[config.mk]
export PLATFORM = sky130hd
export DESIGN_NAME = fcw_ctrl
export DESIGN_NICKNAME = d
export VERILOG_FILES = /design/src/sv/assert_macros.svh /design/src/sv/fcw_pkg.sv /design/src/sv/fcw_ctrl.sv
export SDC_FILE = /design/constraint.sdc
export NUM_CORES = 1
export LEC_CHECK = 0
export BUFFER_PORTS_ARGS = -buffer_cell sky130_fd_sc_hd__buf_2
export CORE_AREA = 4 4 41 43
export DETAILED_ROUTE_END_ITERATION = 6
export DIE_AREA = 0 0 45 47
export SLEW_MARGIN = 40
export SYNTH_ARGS = -nofsm -noshare
export SYNTH_HDL_FRONTEND = slang
export SYNTH_SLANG_ARGS = --single-unit
[constraint.sdc]
create_clock -name i_clk -period 1.2 [get_ports i_clk]
set_input_delay 0.24 -clock i_clk [delete_from_list [all_inputs] [get_ports i_clk]]
set_output_delay 0.24 -clock i_clk [all_outputs]
set_load 0.1 [all_outputs]
[src/sv/assert_macros.svh]
// ---------------------------------------------------------------------------
// Assertion macros
// Shared wrappers for concurrent assertions on the i_clk / i_rst_n domain.
// ---------------------------------------------------------------------------
`ifndef ASSERT_MACROS_SVH
`define ASSERT_MACROS_SVH

// Check a property on every clock edge outside of reset.
`define FCW_ASSERT_RST(lbl, prop, msg) \
    lbl: assert property (@(posedge i_clk) disable iff (!i_rst_n) prop) else $error(msg);

// Check a property on every clock edge, reset included.
`define FCW_ASSERT_ALWAYS(lbl, prop, msg) \
    lbl: assert property (@(posedge i_clk) prop) else $error(msg);

`endif

[src/sv/fcw_pkg.sv]
// ---------------------------------------------------------------------------
// fcw_pkg
// Types, codes and defaults shared by the cluster chain walker modules.
// ---------------------------------------------------------------------------
package fcw_pkg;

    // Default sizes
    localparam int TABLE_BYTES_DEF = 16384;
    localparam int MAX_CHAIN_DEF   = 64;

    // Table formats (code 3 behaves as FAT32)
    localparam logic [1:0] FT_FAT12 = 2'd0;
    localparam logic [1:0] FT_FAT16 = 2'd1;
    localparam logic [1:0] FT_FAT32 = 2'd2;

    // Configuration register indexes
    localparam logic [1:0] CFG_FAT_TYPE   = 2'd0;
    localparam logic [1:0] CFG_SEC_PER_CL = 2'd1;
    localparam logic [1:0] CFG_FIRST_DATA = 2'd2;

    // Configuration reset values
    localparam logic [1:0]  FAT_TYPE_RST   = FT_FAT16;
    localparam logic [7:0]  SEC_PER_CL_RST = 8'd1;
    localparam logic [31:0] FIRST_DATA_RST = 32'd0;

    // Item modes
    localparam logic MODE_LOAD = 1'b0;
    localparam logic MODE_WALK = 1'b1;

    // Result status codes
    localparam logic [1:0] ST_OK  = 2'd0;
    localparam logic [1:0] ST_RSV = 2'd1;
    localparam logic [1:0] ST_CAP = 2'd2;
    localparam logic [1:0] ST_BAD = 2'd3;

    // Top codes of each format, 28 bits wide
    localparam logic [27:0] TOP12 = 28'h0000FFF;
    localparam logic [27:0] TOP16 = 28'h000FFFF;
    localparam logic [27:0] TOP28 = 28'hFFFFFFF;

    // Commands from controller to datapath
    typedef struct packed {
        logic tbl_wr;
        logic load_start;
        logic look;
        logic rd;
        logic next;
        logic emit_rsv;
        logic emit_elem;
    } t_fcw_cmd;

    // Status from datapath to controller
    typedef struct packed {
        logic rsv;
        logic in_range;
        logic rd_last;
        logic elem_last;
        logic out_free;
    } t_fcw_sts;

endpackage

[src/sv/fcw_ctrl.sv]
// ---------------------------------------------------------------------------
// fcw_ctrl
// Sequencer for load and walk items: issues table reads per chain element
// and hands results to the output register.
// ---------------------------------------------------------------------------
module fcw_ctrl (
    input  logic              i_clk,
    input  logic              i_rst_n,
    input  logic              i_in_valid,
    input  logic              i_mode,
    output logic              o_in_stall,
    input  fcw_pkg::t_fcw_sts i_sts,
    output fcw_pkg::t_fcw_cmd o_cmd
);
    import fcw_pkg::*;

    localparam logic [2:0] S_IDLE   = 3'd0;
    localparam logic [2:0] S_START  = 3'd1;
    localparam logic [2:0] S_LOOK   = 3'd2;
    localparam logic [2:0] S_CHK    = 3'd3;
    localparam logic [2:0] S_RD     = 3'd4;
    localparam logic [2:0] S_TAIL   = 3'd5;
    localparam logic [2:0] S_DECIDE = 3'd6;

    logic [2:0] r_state;
    logic [2:0] n_state;

    // Take items only while idle
    assign o_in_stall = (r_state != S_IDLE);

    // Next state and commands
    always_comb begin
        n_state = r_state;
        o_cmd   = '0;
        case (r_state)
            S_IDLE: begin
                if (i_in_valid) begin
                    if (i_mode == MODE_WALK) begin
                        o_cmd.load_start = 1'b1;
                        n_state          = S_START;
                    end else begin
                        o_cmd.tbl_wr = 1'b1;
                    end
                end
            end
            S_START: begin
                if (i_sts.rsv) begin
                    if (i_sts.out_free) begin
                        o_cmd.emit_rsv = 1'b1;
                        n_state        = S_IDLE;
                    end
                end else begin
                    o_cmd.look = 1'b1;
                    n_state    = S_CHK;
                end
            end
            S_LOOK: begin
                o_cmd.look = 1'b1;
                n_state    = S_CHK;
            end
            S_CHK: begin
                n_state = i_sts.in_range ? S_RD : S_DECIDE;
            end
            S_RD: begin
                o_cmd.rd = 1'b1;
                if (i_sts.rd_last) begin
                    n_state = S_TAIL;
                end
            end
            S_TAIL: begin
                n_state = S_DECIDE;
            end
            S_DECIDE: begin
                if (i_sts.out_free) begin
                    o_cmd.emit_elem = 1'b1;
                    if (i_sts.elem_last) begin
                        n_state = S_IDLE;
                    end else begin
                        o_cmd.next = 1'b1;
                        n_state    = S_LOOK;
                    end
                end
            end
            default: begin
                n_state = S_IDLE;
            end
        endcase
    end

    // State register
    always_ff @(posedge i_clk) begin
        if (!i_rst_n) begin
            r_state <= S_IDLE;
        end else begin
            r_state <= n_state;
        end
    end

endmodule

==> metrics.md, run 1 <==
| Metric | Value |
|---|---|
| Status | finished, violations left |
| Failing checks | negative setup slack |
| Worst setup SP type | register |
| Post-route worst setup slack | -331 ps |
| Drt drc | 0 |
| Sequential share of the synthesized area | 0.204 |
| Clock root buffer | clkbuf_4 |
| Yosys cell types | 23 |
| Number of synthesized flops with an enable pin | 0 |
| Vias per cell | approximately 4.6 |
| Nets | between 70 and 80 |
| Hold-fix buffers, CTS | 0 |
| R2R Setup Slk | 50 ps |
| TritonCTS clock tree | done |
| Layout Cells excl Fill | just over 80 |
| Max reg flops | 3 |
| Async SR Flop Fraction | 0 |
| Final Max Slew Viols | 0 |
| Min-Delay Startpoint | i_rst_n |
| Chip height | roughly 47 µm |
| CTS sink cnt | 3 |
| Clock slew at reported path FFs | around 50 ps |
| Worst-case hold path end point | r_state[0] |
| Slew HR | 0.831 |
| First-pass GRT wire length | 1.52 mm |
| Mapped cell area | 294 µm² |
| Critical Path AT | between 1000 and 1500 ps |
| Post-DRT Antenna Nets | 0 |
| N_diodes | 0 |
| Die X | roughly 45 µm |
| Yosys warnings | 0 |
| Commonest non-fill, non-tap cell in the layout | buf_4 |
| Worst Reg-to-Reg Cells | 5 |
| Maximum clock insertion buffer count | 2 |
| Port buffer count | 16 |
| Commonest cells after routing, fill and taps aside | buf_4 (11), buf_2 (8), buf_12 (8) |
| Layout cells sized above 1 | 0.697 |
| Later-pin clock latency in the skew report | roughly 250 ps |
| Reg with most FFs | r_state |
| Mapped Cells | 38 |
| GRT Resource Usage Total | 0.103 |
| RR Startpoint | r_state[0] |
| Leakage | approximately 0.28 nW |
| Final period util | 1.28 |
| Drt first-iter violations | 4 |
| Final setup viols | 8 |
| Clock skew | 13.0 ps |
| Final Power | approximately 0.56 mW |
| Final min period | about 1500 ps |
| DP Cell Count | 77 |
| Critical path class | register to primary output |
| Initial antenna violation count | 0 |
| I/O pins | 17 |
| Most used flip-flop cell after synthesis | dfxtp_1 |
| Critical Path RT | around 960 ps |
| Yosys top cell by area | dfxtp_1 |
| Syn Area/Cell | between 7 and 8 µm² |
| VDD IR max | 0.000455 V |
| Synthesis-to-layout area growth | 123% |
| # Post-CTS Setup Buffers | 0 |
| Max Cap Viol | 0 |
| Vias in the first global route | around 380 |
| Slew at the pin with the worst max-slew slack | 252 ps |
| Initial Utilization | 0.226 |
| CTS buffer count | 3 |
| Fmax | roughly 650 MHz |
| Pin count of the biggest net entering global routing | 9 |
| Hold path cells | 3 |
| DRT Pass-1 Iters | 2 |
| RSZ-0062 raised after global routing | yes |
| Final hold slack | ~240 ps |
| Worst Hold Class | input pin to register |
| Global route total overflow | 0 |
| Rows | 13 |
| Worst slack at placement | -159 ps |
| Final setup TNS | -2230 ps |
| Synth Net Count | 47 |
| DP Area | a little over 600 µm² |
| Pwr Density | around 860 nW/µm² |
| Wirelength per Cell | approximately 11 µm |
| Share of the synthesized area in the top cell type | 0.204 |
| Final Wtd Congestion | between 0.8 and 0.9 |
| FF-to-FF End | r_state[1] |
| Max FO, Critical Path | 4 |
| Routed vias | roughly 380 |
| Final core occ | 0.503 |
| Largest registers | r_state x3 |
| Die area | 2120 µm² |
| Top cells by area, synth | dfxtp_1 (20%), buf_6 (7.7%), nand3b_1 (7.7%), nor2_1 (6.4%), and2b_1 (5.1%) |
| CP Capture Type | primary output |
| Fin area | about 650 µm² |
| Detailed Place HPWL | roughly 730 µm |
| Core area | 1300 µm² |
| CTS H-tree lvls | 1 |
| FF+latch count, synth | 3 |
| Routed wire length | ~870 µm |
| Final Hold Fails | 0 |
-- worst max path at each step --
stage	cells past startpoint	endpoint	slack [ps]	from
after CTS	4	o_cmd[2]	-330	r_state[0]
after global placement	5	o_cmd[6]	-160	r_state[0]
after floorplan	2	o_cmd[1]	-600	r_state[2]
after global routing	4	o_cmd[2]	-380	r_state[0]
final	4	o_cmd[5]	-330	r_state[0]
after detailed placement	5	o_cmd[6]	-160	r_state[0]
-- critical path: stages, from the launching register on --
cell and delay, ps:
dfxtp_2 330, buf_4 140, nor3_4 180, and3_4 230, buf_12 170
-- routing by layer --
layer | GRT usage | routed length, µm | vias up
met3 | 0.0230 | 82 | 4
met4 | 0.111 | 52 | 0
met1 | 0.114 | 339 | 164
met2 | 0.155 | 397 | 16
li1 | - | - | 191
met5 | 0 | 0 | -
-- logic make-up after synthesis --
group,after synthesis,share of synthesized area
flops,3,0.204
buf+inv,4,0.115
simple gates,23,0.506
compound gates,8,0.174
-- Yosys cell counts, types with 2 or more instances --
| master | number |
|---|---|
| nor2_1 | 5 |
| nand2_1 | 4 |
| dfxtp_1 | 3 |
| nand3b_1 | 3 |
| a21oi_1 | 2 |
| and2b_1 | 2 |
| buf_6 | 2 |
| nor3b_1 | 2 |
-- cell type report --
type	count	area, µm²
sequential	3	68.8
tap	15	18.8
multi-input combinational	31	254
fill	137	647
timing repair buffer	27	283
inverter	1	3.75
clock buffer	4	26.3
-- repair_timing --
item                       4_1_cts  5_1_grt
setup endpoints to repair        8        9
gates resized for setup          8        1
pin swaps                        5        1
-- power breakdown --
group	switching, mW	internal, mW
clock network	0.0666	0.126
registers	0.00652	0.102
logic	0.155	0.110
total	0.228	0.337
Note: power is estimated with default switching activity, not from simulation.
==> run 2, diff against run 1 <==
- CTS_BUF_LIST: default -> sky130_fd_sc_hd__clkbuf_8
==> metrics.md, run 2 (synthesis results as in run 1) <==
| Metric | Value |
|---|---|
| Status | finished, violations left |
| Failing checks | negative setup slack |
| Crit-path slowest cell | dfxtp_4 |
| Reg with most FFs | r_state |
| Final Hold Fails | 0 (unchanged) |
| Initial antenna violation count | 0 (unchanged) |
| Commonest non-fill, non-tap cell in the layout | buf_4 |
| CP Capture Type | primary output |
| Drt first-iter violations | 4 (unchanged) |
| Synthesis-to-layout area growth | 129% |
| Final min period | 1500 ps (-29.9 ps) |
| Maximum clock insertion buffer count | 2 (unchanged) |
| Pin count of the biggest net entering global routing | 9 (unchanged) |
| Nets | 76 (unchanged) |
| Pwr Density | 988 nW/µm² (+14%) |
| Max Cap Viol | 0 (unchanged) |
| Detailed Place HPWL | 729 µm (unchanged) |
| Fin area | 673 µm² (+2.9%) |
| TritonCTS clock tree | done |
| Core area | 1300 µm² (unchanged) |
| I/O pins | 17 (unchanged) |
| Wirelength per Cell | 10.8 µm (+0.23%) |
| Worst slack at placement | -159 ps (unchanged) |
| Vias per cell | 4.62 (-0.27%) |
| Global route total overflow | 0 (unchanged) |
| Clock root buffer | clkbuf_8 |
| Layout cells sized above 1 | 0.682 (-0.0152) |
| Slew HR | 0.831 (unchanged) |
| Final Power | 0.665 mW (+18%) |
| Rows | 13 (unchanged) |
| Largest registers | r_state x3 |
| GRT Resource Usage Total | 0.103 (+0.000790) |
| Routed vias | 374 (-0.27%) |
| Chip height | 47 µm (unchanged) |
| Vias in the first global route | 366 (-2.7%) |
| CTS H-tree lvls | 1 (unchanged) |
| Commonest cells after routing, fill and taps aside | buf_4 (11), buf_2 (8), buf_12 (8) |
| Worst Path Buf+Inv | 2 (unchanged) |
| DP Area | 604 µm² (unchanged) |
| Worst Hold Class | input pin to register |
| Die area | 2120 µm² (unchanged) |
| Die X | 45 µm (unchanged) |
| Crit path cell chain | buf_4 > nor4b_4 > buf_12 |
| Critical path class | register to primary output |
| Drt drc | 0 (unchanged) |
| Final Wtd Congestion | 0.826 (unchanged) |
| Clock skew | 3.94 ps (-9.09 ps) |
| Port buffer count | 16 (unchanged) |
| Max reg flops | 3 (unchanged) |
| DRT Pass-1 Iters | 2 (unchanged) |
| Final Max Slew Viols | 0 (unchanged) |
| CTS buffer count | 3 (unchanged) |
| Critical Path RT | 960 ps (about the same) |
| RSZ-0062 raised after global routing | yes |
| Later-pin clock latency in the skew report | 220 ps (-30 ps) |
| RR Startpoint | r_state[0] |
| Fmax | 666 MHz (+2.0%) |
| Post-DRT Antenna Nets | 0 (unchanged) |
| Initial Utilization | 0.226 (unchanged) |
| FF-to-FF End | r_state[1] |
| CTS sink cnt | 3 (unchanged) |
| # Post-CTS Setup Buffers | 0 (unchanged) |
| Hold path cells | 3 (unchanged) |
| Worst setup SP type | register |
| Min-Delay Startpoint | i_rst_n |
| Largest stage delay, worst path | 360 ps (+30 ps) |
| Worst-case hold path end point | r_state[0] |
| Max FO, Critical Path | 7 (+3) |
| Post-route worst setup slack | -302 ps (+29.9 ps) |
| Leakage | 0.300 nW (+5.3%) |
| R2R Setup Slk | 60 ps (about the same) |
| Critical Path AT | 1260 ps (-30 ps) |
| Final setup viols | 8 (unchanged) |
| N_diodes | 0 (unchanged) |
| Crit. Startpoint | r_state[1] |
| Slew at the pin with the worst max-slew slack | 252 ps (-0.000238 ps) |
| Worst Reg-to-Reg Cells | 5 (unchanged) |
| VDD IR max | 0.000545 V (+20%) |
| Clock slew at reported path FFs | 30 ps (-20 ps) |
| Routed wire length | 873 µm (+0.23%) |
| Top delay family on crit path | flip-flops |
| First-pass GRT wire length | 1.50 mm (-0.92%) |
| Final period util | 1.25 (-0.0249) |
-- run 2: changes by cell type in the layout (fill, tap and decap cells not counted), sizes merged --
cell,previous run,this run
inv,1,2
clkbuf,4,3
-- run 2: per-layer routing --
layer | vias to the layer above | global-route usage | share of wire
met3 | 2 | 0.0345 | 0.092
met2 | 15 | 0.158 | 0.47
met1 | 166 | 0.116 | 0.40
li1 | 191 | - | -
met5 | - | 0 | 0
met4 | 0 | 0.0877 | 0.033
-- run 2: layout make-up --
cell class | instances | area, µm²
Fill cell | 133 | 628
Timing Repair Buffer | 27 | 283
Multi-Input combinational cell | 31 | 254
Sequential cell | 3 | 68.8
Clock buffer | 3 | 41.3
Clock inverter | 1 | 3.75
Tap cell | 15 | 18.8
Inverter | 1 | 3.75
-- run 2: repair_timing --
| action | CTS | global route |
|---|---|---|
| gates resized for setup | 6 | 2 |
| hold buffers | 0 | 0 |
| pin swaps | 4 | 1 |
| endpoints found under the setup margin | 8 | 8 |
-- run 2: power breakdown --
group	leakage [nW]	internal (mW)	switching [mW]	total (mW)
clock network	0.0269	0.218	0.0749	0.293
registers	0.0263	0.102	0.00655	0.109
logic	0.247	0.109	0.154	0.263
total	0.300	0.429	0.236	0.665
-- run 2: worst max-delay path by stage --
stage | to | slack [ps] | cells past startpoint
floorplan | o_cmd[1] | -600 | 2
global placement | o_cmd[6] | -160 | 5
detailed placement | o_cmd[6] | -160 | 5
CTS | o_cmd[2] | -300 | 4
global route | o_cmd[2] | -360 | 4
finish | o_cmd[1] | -300 | 3
-- run 2: per-stage QoR --
stage               utilization  instances  setup TNS (ps)  hold WS (ps)
floorplan                     -         38           -2390           366
finish                    0.517         81           -1980           273
detailed placement        0.464         77            -784           511
CTS                       0.512         81           -2030           270
global placement          0.464         77            -646           503
global route              0.517         81           -2410           293
-- run 2: worst reg2reg max path: cells and delay by family (launching register included) --
kind | cells | cell delay, ps
buffers and inverters | 2 | 260
flip-flops | 1 | 320
AO/OA/AOI/OAI | 3 | 430
